`config.mk`:
```
export PLATFORM = sky130hd
export DESIGN_NAME = cam_command_router
export DESIGN_NICKNAME = d
export VERILOG_FILES = /design/src/hdl/ccr_pkg.sv /design/src/hdl/ccr_word_buf.sv /design/src/hdl/cam_command_router.sv
export SDC_FILE = /design/constraint.sdc
export NUM_CORES = 1
export LEC_CHECK = 0
export BUFFER_PORTS_ARGS = -buffer_cell sky130_fd_sc_hd__buf_4
export CORE_ASPECT_RATIO = 1.4
export CORE_UTILIZATION = 56
export DETAILED_ROUTE_END_ITERATION = 16
export HOLD_SLACK_MARGIN = 0.15
export PLACE_DENSITY = 0.71
export SLEW_MARGIN = 20
export SYNTH_ARGS = -nofsm -noshare
export SYNTH_HDL_FRONTEND = slang
export SYNTH_SLANG_ARGS = --single-unit
```
`constraint.sdc`:
```
create_clock -name i_clk -period 9.9 [get_ports i_clk]
set_input_delay 0.495 -clock i_clk [delete_from_list [all_inputs] [get_ports i_clk]]
set_output_delay 0.495 -clock i_clk [all_outputs]
set_load 0.005 [all_outputs]
```
`src/hdl/ccr_pkg.sv`:
```
// ----------------------------------------------------------------------------
// Command router package
// Widths, opcodes, sequencer states and the duplicate-update mask lookup
// shared by the command router and its word buffer.
// ----------------------------------------------------------------------------
package ccr_pkg;

    localparam int BLOCKS = 16;
    localparam int POS_W  = $clog2(BLOCKS);
    localparam int WORD_W = 32;
    localparam int DEST_W = BLOCKS;
    localparam int CMD_W  = 4;
    localparam int PAR_W  = 3;
    localparam int CNT_W  = 7;
    localparam int LANE_W = 4;
    localparam int GRP_LO = 3;
    localparam int GRP_W  = CNT_W - GRP_LO;

    localparam logic [CMD_W-1:0] OP_SEARCH    = 4'h5;
    localparam logic [CMD_W-1:0] OP_SET_TABLE = 4'h6;
    localparam logic [CMD_W-1:0] OP_RESET     = 4'h7;
    localparam logic [CMD_W-1:0] OP_DUP       = 4'h8;

    localparam logic [PAR_W-1:0] PAR_X1  = 3'd1;
    localparam logic [PAR_W-1:0] PAR_X2  = 3'd2;
    localparam logic [PAR_W-1:0] PAR_X4  = 3'd3;
    localparam logic [PAR_W-1:0] PAR_X8  = 3'd4;
    localparam logic [PAR_W-1:0] PAR_X16 = 3'd5;

    localparam logic [POS_W-1:0]  LAST_POS   = POS_W'(BLOCKS - 1);
    localparam logic [DEST_W-1:0] ALL_BLOCKS = 16'hFFFF;

    typedef enum logic [2:0] {
        ST_IDLE,
        ST_TBL_RD,
        ST_TBL_WR,
        ST_EMIT_RD,
        ST_EMIT_LD,
        ST_EMIT_WAIT
    } t_state;

    typedef enum logic [1:0] {
        MODE_ZERO,
        MODE_BUF,
        MODE_SEARCH
    } t_mode;

    function automatic logic [DEST_W-1:0] dup_mask(input logic [PAR_W-1:0] par,
                                                   input logic [GRP_W-1:0] grp);
        logic [DEST_W-1:0] m;
        m = '0;
        unique case (par)
            PAR_X1: begin
                m = 16'h0001 << grp;
            end
            PAR_X2: begin
                if (grp < 4'd8) m = 16'h0101 << grp[2:0];
            end
            PAR_X4: begin
                if (grp < 4'd4) m = 16'h1111 << grp[1:0];
            end
            PAR_X8: begin
                if (grp == 4'd0) m = 16'h5555;
                else if (grp == 4'd1) m = 16'hAAAA;
            end
            PAR_X16: begin
                if (grp == 4'd0) m = 16'hFFFF;
            end
            default: begin
                m = '0;
            end
        endcase
        return m;
    endfunction

endpackage

```
`src/hdl/ccr_word_buf.sv`:
```
// ----------------------------------------------------------------------------
// Command router word buffer
// Sixteen-word packet store with one write port and one registered read port.
// ----------------------------------------------------------------------------
module ccr_word_buf (
    input  logic                      i_clk,
    input  logic                      i_wr_en,
    input  logic [ccr_pkg::POS_W-1:0]  i_wr_addr,
    input  logic [ccr_pkg::WORD_W-1:0] i_wr_data,
    input  logic [ccr_pkg::POS_W-1:0]  i_rd_addr,
    output logic [ccr_pkg::WORD_W-1:0] o_rd_data
);
    import ccr_pkg::*;

    logic [WORD_W-1:0] r_mem [BLOCKS];
    logic [WORD_W-1:0] r_rd_data;

    always_ff @(posedge i_clk) begin
        if (i_wr_en) begin
            r_mem[i_wr_addr] <= i_wr_data;
        end
        r_rd_data <= r_mem[i_rd_addr];
    end

    assign o_rd_data = r_rd_data;

endmodule

```
`src/hdl/cam_command_router.sv`:
```
// ----------------------------------------------------------------------------
// Command router
// Buffers sixteen-word command packets and re-emits them, routed to a mask of
// destination blocks, once the last word of a packet has arrived.
// ----------------------------------------------------------------------------
//  Channel   Direction  Handshake           Payload
//  input     in         i_valid / o_stall   command, parallelism, header_top,
//                                           word, word_pos, stream_end
//  output    out        o_valid / i_stall   dest, header fields, word, pos,
//                                           packet_last, stream_last
//
// A word that is not the last of its packet is only written to the buffer.
// The last word starts a sequence that emits sixteen words, each going through
// read, load and transfer states on the single buffer read port. Set table
// first sweeps the buffer through table read and write states to copy the lane
// indices out. An unknown opcode returns to idle at once. The input is stalled
// while a packet is being sent. Reset is synchronous and clears the lane table.
// ----------------------------------------------------------------------------
module cam_command_router (
    input  logic                      i_clk,
    input  logic                      i_rst_n,
    input  logic                      i_valid,
    output logic                      o_stall,
    input  logic [ccr_pkg::CMD_W-1:0]  i_command,
    input  logic [ccr_pkg::PAR_W-1:0]  i_parallelism,
    input  logic                      i_header_top,
    input  logic [ccr_pkg::WORD_W-1:0] i_word,
    input  logic [ccr_pkg::POS_W-1:0]  i_word_pos,
    input  logic                      i_stream_end,
    output logic                      o_valid,
    input  logic                      i_stall,
    output logic [ccr_pkg::DEST_W-1:0] o_dest,
    output logic                      o_out_header_top,
    output logic [ccr_pkg::CMD_W-1:0]  o_out_command,
    output logic [ccr_pkg::PAR_W-1:0]  o_out_parallelism,
    output logic [ccr_pkg::WORD_W-1:0] o_out_word,
    output logic [ccr_pkg::POS_W-1:0]  o_out_pos,
    output logic                      o_packet_last,
    output logic                      o_stream_last
);
    import ccr_pkg::*;

    t_state              r_state, n_state;
    t_mode               r_mode, n_mode;
    logic [POS_W-1:0]    r_cnt, n_cnt;
    logic [LANE_W-1:0]   r_lane [BLOCKS];
    logic                lane_we;
    logic [CNT_W-1:0]    r_dup_cnt, n_dup_cnt;
    logic [DEST_W-1:0]   r_held_dest, n_held_dest;
    logic                r_hdr_top, n_hdr_top;
    logic [CMD_W-1:0]    r_hdr_cmd, n_hdr_cmd;
    logic [PAR_W-1:0]    r_hdr_par, n_hdr_par;
    logic                r_stream_last, n_stream_last;
    logic                r_out_valid, n_out_valid;
    logic [WORD_W-1:0]   r_out_word, n_out_word;
    logic                in_xfer;
    logic                out_xfer;
    logic [POS_W-1:0]    rd_addr;
    logic [WORD_W-1:0]   rd_data;

    assign in_xfer  = i_valid && !o_stall;
    assign out_xfer = r_out_valid && !i_stall;

    ccr_word_buf u_buf (
        .i_clk     (i_clk),
        .i_wr_en   (in_xfer),
        .i_wr_addr (i_word_pos),
        .i_wr_data (i_word),
        .i_rd_addr (rd_addr),
        .o_rd_data (rd_data)
    );

    always_ff @(posedge i_clk) begin
        if (!i_rst_n) begin
            r_state       <= ST_IDLE;
            r_mode        <= MODE_ZERO;
            r_cnt         <= '0;
            r_dup_cnt     <= '0;
            r_held_dest   <= '0;
            r_hdr_top     <= 1'b0;
            r_hdr_cmd     <= '0;
            r_hdr_par     <= '0;
            r_stream_last <= 1'b0;
            r_out_valid   <= 1'b0;
        end else begin
            r_state       <= n_state;
            r_mode        <= n_mode;
            r_cnt         <= n_cnt;
            r_dup_cnt     <= n_dup_cnt;
            r_held_dest   <= n_held_dest;
            r_hdr_top     <= n_hdr_top;
            r_hdr_cmd     <= n_hdr_cmd;
            r_hdr_par     <= n_hdr_par;
            r_stream_last <= n_stream_last;
            r_out_valid   <= n_out_valid;
        end
        r_out_word <= n_out_word;
    end

    always_ff @(posedge i_clk) begin
        if (!i_rst_n) begin
            for (int i = 0; i < BLOCKS; i++) begin
                r_lane[i] <= '0;
            end
        end else if (lane_we) begin
            r_lane[r_cnt] <= rd_data[LANE_W-1:0];
        end
    end

    always_comb begin
        n_state       = r_state;
        n_mode        = r_mode;
        n_cnt         = r_cnt;
        n_dup_cnt     = r_dup_cnt;
        n_held_dest   = r_held_dest;
        n_hdr_top     = r_hdr_top;
        n_hdr_cmd     = r_hdr_cmd;
        n_hdr_par     = r_hdr_par;
        n_stream_last = r_stream_last;
        n_out_valid   = r_out_valid;
        n_out_word    = r_out_word;
        o_stall       = 1'b1;
        lane_we       = 1'b0;
        rd_addr       = r_cnt;

        unique case (r_state)
            ST_IDLE: begin
                o_stall = 1'b0;
                if (i_valid && i_word_pos == LAST_POS) begin
                    n_cnt = '0;
                    if (i_stream_end) begin
                        n_hdr_top     = 1'b0;
                        n_hdr_cmd     = '0;
                        n_hdr_par     = '0;
                        n_dup_cnt     = '0;
                        n_mode        = MODE_ZERO;
                        n_stream_last = 1'b1;
                        n_state       = ST_EMIT_RD;
                    end else begin
                        n_stream_last = 1'b0;
                        if (i_command != OP_DUP) begin
                            n_dup_cnt = '0;
                        end
                        unique case (i_command) inside
                            OP_SET_TABLE: begin
                                n_held_dest = ALL_BLOCKS;
                                n_hdr_cmd   = OP_RESET;
                                n_mode      = MODE_ZERO;
                                n_state     = ST_TBL_RD;
                            end
                            OP_DUP: begin
                                n_held_dest = dup_mask(i_parallelism,
                                                       r_dup_cnt[CNT_W-1:GRP_LO]);
                                n_hdr_top   = i_header_top;
                                n_hdr_cmd   = i_command;
                                n_hdr_par   = i_parallelism;
                                n_dup_cnt   = r_dup_cnt + CNT_W'(1);
                                n_mode      = MODE_BUF;
                                n_state     = ST_EMIT_RD;
                            end
                            OP_SEARCH, OP_RESET: begin
                                n_held_dest = ALL_BLOCKS;
                                n_hdr_top   = i_header_top;
                                n_hdr_cmd   = i_command;
                                n_hdr_par   = i_parallelism;
                                n_mode      = (i_command == OP_SEARCH) ? MODE_SEARCH
                                                                       : MODE_BUF;
                                n_state     = ST_EMIT_RD;
                            end
                            default: begin
                                n_state = ST_IDLE;
                            end
                        endcase
                    end
                end
            end
            ST_TBL_RD: begin
                n_state = ST_TBL_WR;
            end
            ST_TBL_WR: begin
                lane_we = 1'b1;
                if (r_cnt == LAST_POS) begin
                    n_cnt   = '0;
                    n_state = ST_EMIT_RD;
                end else begin
                    n_cnt   = r_cnt + POS_W'(1);
                    n_state = ST_TBL_RD;
                end
            end
            ST_EMIT_RD: begin
                if (r_mode == MODE_SEARCH) begin
                    rd_addr = r_lane[r_cnt];
                end
                n_state = ST_EMIT_LD;
            end
            ST_EMIT_LD: begin
                n_out_word  = (r_mode == MODE_ZERO) ? '0 : rd_data;
                n_out_valid = 1'b1;
                n_state     = ST_EMIT_WAIT;
            end
            ST_EMIT_WAIT: begin
                if (out_xfer) begin
                    n_out_valid = 1'b0;
                    if (r_cnt == LAST_POS) begin
                        n_cnt   = '0;
                        n_state = ST_IDLE;
                    end else begin
                        n_cnt   = r_cnt + POS_W'(1);
                        n_state = ST_EMIT_RD;
                    end
                end
            end
            default: begin
                n_state = ST_IDLE;
            end
        endcase
    end

    assign o_valid           = r_out_valid;
    assign o_dest            = r_held_dest;
    assign o_out_header_top  = r_hdr_top;
    assign o_out_command     = r_hdr_cmd;
    assign o_out_parallelism = r_hdr_par;
    assign o_out_word        = r_out_word;
    assign o_out_pos         = r_cnt;
    assign o_packet_last     = (r_cnt == LAST_POS);
    assign o_stream_last     = r_stream_last;

    a_valid_only_in_wait: assert property (@(posedge i_clk) disable iff (!i_rst_n)
        r_out_valid |-> r_state == ST_EMIT_WAIT)
        else $error("output valid outside the transfer wait state");

    a_no_input_while_sending: assert property (@(posedge i_clk) disable iff (!i_rst_n)
        !o_stall |-> !r_out_valid)
        else $error("input taken while a result is pending");

    a_last_word_ends_packet: assert property (@(posedge i_clk) disable iff (!i_rst_n)
        out_xfer && o_packet_last |=> r_state == ST_IDLE && r_cnt == '0)
        else $error("sequencer did not return to idle after the last word");

    a_table_write_follows_read: assert property (@(posedge i_clk) disable iff (!i_rst_n)
        r_state == ST_TBL_WR |-> $past(r_state) == ST_TBL_RD)
        else $error("lane table written without a preceding buffer read");

    a_header_stable_in_packet: assert property (@(posedge i_clk) disable iff (!i_rst_n)
        r_state == ST_EMIT_WAIT && !out_xfer |=> $stable(r_held_dest) && $stable(r_hdr_cmd))
        else $error("packet header changed while a word was pending");

endmodule

```
### After elaboration in Yosys (flattened, before gate mapping)

Memory sizes are Yosys's and may differ from the RTL's. A register that Yosys moved wholly into a read port is not among the register bits.
Cells that the tools add are included.

| word-level totals | value |
|---|---|
| memory bits (read-only) | 0 |
| memories | 2 |
| bits in writable memories | 576 |
| bits in latches | 0 |
| register bits | 74 |

| cells by class | value |
|---|---|
| muxes and demuxes | 48 |
| reduce and logical (&&, ||, !) cells | 27 |
| $lt $le $gt $ge | 2 |
| eq/ne operators | 21 |
| add/subtract/negate cells | 2 |
| div/mod/pow operators | 0 |
| bitwise logic cells | 1 |
| multipliers | 0 |
| shifts and indexed selects | 3 |

Memory list:

| name | depth | bits a word | rd ports | clocked after memory_dff | wr ports | RTL line | RTL |
|---|---|---|---|---|---|---|---|
| u_buf.r_mem | 16 | 32 | 1 | 1 | 1 | ccr_word_buf.sv:15 | `logic [WORD_W-1:0] r_mem [BLOCKS];` |
| r_lane | 16 | 4 | 1 | 1 | 16 | cam_command_router.sv:46 | `logic [LANE_W-1:0] r_lane [BLOCKS];` |

Operators by type and width:

| operator | number |
|---|---|
| $mux 16 | 5 |
| $pmux 16 s5 | 1 |
| $mux 4 | 10 |
| $pmux 16 s2 | 1 |
| $mux 7 | 3 |
| $pmux 3 s6 | 1 |
| $shl 1x4->16 const A | 1 |
| $shl 13x2->16 const A | 1 |
| $shl 9x3->16 const A | 1 |
| $reduce_and 3->1 | 5 |
| $mux 1 | 13 |
| $eq 3x2->1 const B | 4 |
| $eq 3x3->1 const B | 4 |
| $eq 4x3->1 const B | 3 |
| $eq 4x4->1 const B | 3 |
| $mux 3 | 4 |
| $pmux 4 s3 | 1 |
| $mux 2 | 5 |
| $reduce_bool 3->1 | 3 |
| $pmux 4 s2 | 1 |
| $add 7x1->7 const B | 1 |
| $eq 3x1->1 const B | 2 |
| $pmux 2 s3 | 1 |
| $reduce_and 2->1 | 3 |
| 22 further kinds | 27 |

### Longest topological paths before layout

| depth | value |
|---|---|
| depth after elaboration | 7 |
| mapped depth | 12 |
| gate-level depth less buffers | 9 |

### Modules after synthesis

Synthesis repeated with hierarchy kept, for this count alone.

| unflattened totals | value |
|---|---|
| cells, all modules | 1,419 |
| area total of the unflattened synthesis | 26,691.8 um^2 |

Modules (own cells, without submodules):

| module | cells each | area each (um^2) | instances |
|---|---|---|---|
| ccr_word_buf | 838 | 19,835.3 | 1 |
| cam_command_router | 581 | 6,856.6 | 1 |

### Worst setup path after synthesis

No wires, ideal clock.

| path | value |
|---|---|
| path type | register to register |
| start | register r_state[2] |
| end | memory u_buf.r_mem[1][0] (enable) |
| arrival | 3.531 ns |
| path slack | 5.908 ns |
| cell stages (with the launch flop) | 6 |
| setup time | 0.461 ns |
| data required time | 9.439 ns |
| cell sequence | dfxtp_1 clkbuf_1 nor3_1 inv_1 or3_1 nor3_1 |

| between the ends | value |
|---|---|
| cells in the longest elaborated chain, start to end | 4 |

Ends and longest elaborated chain:

| what | RTL line | RTL |
|---|---|---|
| from (decl) | cam_command_router.sv:43 | `t_state r_state, n_state;` |
| from (signal assigned) | cam_command_router.sv:86 | `r_state <= n_state;` |
| $logic_not 3->1 | cam_command_router.sv:126 | `unique case (r_state)` |
| $logic_and 1x1->1 | cam_command_router.sv:61 | `assign in_xfer = i_valid && !o_stall;` |
| $mux 1 | ccr_word_buf.sv:19 | `if (i_wr_en) begin` |
| $mux 1 (implied by the code) | ccr_word_buf.sv:20 | `r_mem[i_wr_addr] <= i_wr_data;` |
| to (decl) | ccr_word_buf.sv:15 |  |

No other way between the ends.

### Worst setup path in the final report

| path | value |
|---|---|
| start | register r_state[0] |
| end | register u_buf.r_rd_data[6], in the netlist u_buf.o_rd_data[6] (read register of u_buf.r_mem) |

| between the ends | value |
|---|---|
| cells in the longest elaborated chain, start to end | 2 |

Ends and longest elaborated chain:

| what | RTL line | RTL |
|---|---|---|
| $eq 3x2->1 | cam_command_router.sv:126 |  |
| $mux 4 | cam_command_router.sv:126 |  |
| to (decl) | ccr_word_buf.sv:16 | `logic [WORD_W-1:0] r_rd_data;` |

No other way between the ends.
A chain may end at the register's enable or synchronous reset.

==> run_results.csv <==
group,metric,value,unit
final_layout,syn_to_final_growth,12.9,%
grt,grt.total_usage,0.242,
clocking,postCtsSetupRepairBufs,0,
clocking,cts_root_buffer,"clkbuf_16",
pwr,p_leak,9.73,nW
clocking,cts_tree,"built",
worst_setup_path,crit_family,"simple AND/OR/NAND/NOR gates",
grt,grt_max_degree,209,
final_layout,drive_above_1_share,0.148,
pwr,power.share.clock,0.406,
sta,setup_tns,0,ns
worst_setup_path,worstRegToRegCells,8,
synthesis,postSynthNetCount,1814,
routing,totalWireLength,59300,um
pwr,switching_share,0.194,
clocking,cts.clk_slew.worst_paths,0.07,ns
die,core.rowCount,94,
worst_setup_path,crit_slowest_cell,"nand2_4",
sta,period_needed,4.14,ns
worst_setup_path,cp_cell_sequence,"nand4b_1 > nor2_2 > o2111ai_1 > nand2_4 > buf_12 > mux2i_1 > a221oi_1 > or4_1",
worst_setup_path,path_max_fanout,147,
pwr,ir_drop,0.000137,V
worst_setup_path,critical_path_class,"flop to flop",
synthesis,synthFlopType,"edfxtp_1",
die,die_w,187,um
worst_setup_path,cp.depth,8,
die,initial_core_util,0.569,
synthesis,synthDistinctLibCells,53,
die,die_h,261,um
die,ioPinCount,113,
routing,viasPerCell,6.14,
worst_setup_path,end_kind,"flop",
clocking,clockBufferDepth,3,
sta,maxSlewHeadroom,0.230,
synthesis,syn_area,26800,um2
routing,first_pass_iters,5,
synthesis,ys_seq_area_frac,0.739,
clocking,h-tree-depth,2,
final_layout,most-common-layout-cells,"edfxtp_1 (608), nand2_1 (156), a21oi_1 (142)",
worst_setup_path,cp_data_arrival_time,4.62,ns
routing,wire_per_inst,23.5,um
grt,grt_antenna_before_repair,1,
sta,slew_violations,0,
synthesis,yosysWarnings,0,
placed_design,place_congestion,0.841,
sta,holdWs,0.180,ns
synthesis,synth_edf_count,608,
synthesis,avgSynthCellArea,15.2,um2
grt,grt_overflow,0,
synthesis,synth-seq-cells,686,
sta,fin_skew,0.0198,ns
final_layout,post-route-util,0.642,
routing,first_iter_violations,1417,
pwr,p_int,4.49,mW
clocking,numCtsBuffers,59,
pwr,seqPwrFrac,0.573,
clocking,holdBufCountCts,10,
routing,drc,0,
grt,grt_pass1_wl,88700,um
grt,met3_usage,0.0332,
sta,period_share,0.418,
worst_setup_path,slowest_delay,0.69,ns
grt,grt_use_met2,0.412,
job,cap_violations,0,
worst_setup_path,worstPathRequired,10.38,ns
die,die_area,48800,um2
clocking,cts_resized,0,
sta,finalWorstSetupSlack,5.76,ns
placed_design,place_hpwl,30200,um
min_path,hp-class,"input port to flop",
sta,setup_viol,0,
final_layout,final_common_cell,"edfxtp_1",
run_status,status,"finished, final reports clean",
die,coreArea,47200,um2
pwr,p_per_area,184,nW/um2
worst_setup_path,critPathLaunchType,"flop",
sta,finalHoldViolations,0,
grt,use_met1,0.319,
worst_setup_path,cp_num_buf_inv,1,
synthesis,synth_cells,1760,
sta,fmax,0.242,GHz
grt,grt_pass1_vias,15121,
clocking,clock_sinks,686,
sta,tightestPinTransition,1.15,ns
clocking,insertion_delay,0.62,ns
final_layout,fin_nets,1902,
sta,rsz0062_at_grt,"no",
pwr,p_switching,1.08,mW
placed_design,dpl_worst_slack,5.43,ns
routing,ant_nets,0,
routing,num_vias,15477,
placed_design,port_buffers,112,
pwr,p_comb_frac,0.021,
min_path,hold_depth,1,
grt,top_usage_layer,"met2",
synthesis,ys_async_sr_fraction,0,
worst paths after layout:
check / end / slack (ns) / startpoint
worst max-delay path: u_buf.o_rd_data[6] / 5.76 / r_state[0]
worst min-delay path: u_buf.r_mem[11][25] / 0.18 / i_word[25]
worst max register to register: u_buf.o_rd_data[6] / 5.76 / r_state[0]
worst min register to register: o_out_command[2] / 0.47 / o_out_command[2]
cell usage after synthesis (3+ instances only):
cell type	instances	area (um2)
nand3b_1	8	60.1
dfxtp_1	78	1560
nand2b_1	17	106
buf_1	12	45.0
buf_2	32	160
nand4b_1	3	26.3
edfxtp_1	608	18300
a31oi_1	3	18.8
nand3_1	4	20.0
mux2i_1	141	1410
a21boi_0	9	67.6
xor2_1	4	35.0
nor2b_1	38	238
nand4_1	5	31.3
or4_1	33	248
o211a_1	6	60.1
o21ai_0	37	185
o221a_2	10	113
a22oi_1	4	30.0
buf_4	6	45.0
ha_1	5	62.6
mux2_2	3	33.8
and2_1	65	407
nand2_1	159	597
clkbuf_1	67	251
or2_2	5	31.3
a21oi_1	142	711
and3_1	10	62.6
xnor2_1	4	35.0
a221oi_1	128	1120
or3_1	4	25.0
nor3_1	13	65.1
nor2_1	53	199
mux4_2	12	270
inv_1	8	30.0
flip-flops by register name, summed over array words and instances (netlist names), named ones only:
name / flops
o_dest: 16
o_out_command: 4
o_out_header_top: 1
o_out_parallelism: 3
o_out_pos: 4
o_out_word: 32
o_stream_last: 1
o_valid: 1
r_dup_cnt: 7
r_lane: 64
r_mode: 2
r_state: 3
u_buf.o_rd_data: 32
u_buf.r_mem: 512
cells by family (layout without fill, tap and decap cells):
family,count (synthesis),count (layout),synth area share
flip-flops,686,686,0.739
AND/OR/NAND/NOR,426,426,0.0816
AO/OA/AOI/OAI,351,351,0.0895
multiplexers,157,157,0.0645
buffers and inverters,127,264,0.0204
XOR/XNOR,8,8,0.00261
adder cells (fa/ha/maj),5,5,0.00233
other,0,1,0
per-stage QoR:
step | instance area, um2 | total power, mW | std cells
5_1_grt | 30300 | 5.72 | 2522
4_1_cts | 30300 | 5.60 | 2521
3_3_place_gp | 28300 | 3.36 | 2401
3_5_place_dp | 28300 | 3.37 | 2401
6_report | 30300 | 5.57 | 2522
2_1_floorplan | 26800 | 3.30 | 1760
layer usage:
layer	wire length (um)	up-vias
met4	1920	0
met1	24200	7755
li1	-	7000
met3	3870	118
met5	0	-
met2	29400	604
final cells by class:
type / count / area (um2)
antenna: 1 / 2.50
clock buffer: 86 / 1660
clock inverter: 24 / 250
fill: 3320 / 16900
inverter: 9 / 33.8
multi-input combinational: 947 / 6590
sequential: 686 / 19800
tap: 624 / 781
timing repair buffer: 145 / 1140
worst register-to-register path, stage by stage (launching register included):
cell	delay (ns)
dfxtp_1	0.56
nand4b_1	0.25
nor2_2	0.42
o2111ai_1	0.28
nand2_4	0.69
buf_12	0.70
mux2i_1	0.44
a221oi_1	0.12
or4_1	0.56
power groups by stage:
| stage | clock network [mW] | logic [mW] | registers [mW] |
|---|---|---|---|
| final | 2.26 | 0.117 | 3.20 |
| after CTS | 2.29 | 0.116 | 3.20 |
| after global placement | 0 | 0.107 | 3.26 |
| after global routing | 2.40 | 0.126 | 3.20 |
| after detailed placement | 0 | 0.112 | 3.26 |
| after floorplan | 0 | 0.0468 | 3.25 |
(Power assumes the default switching activity.)
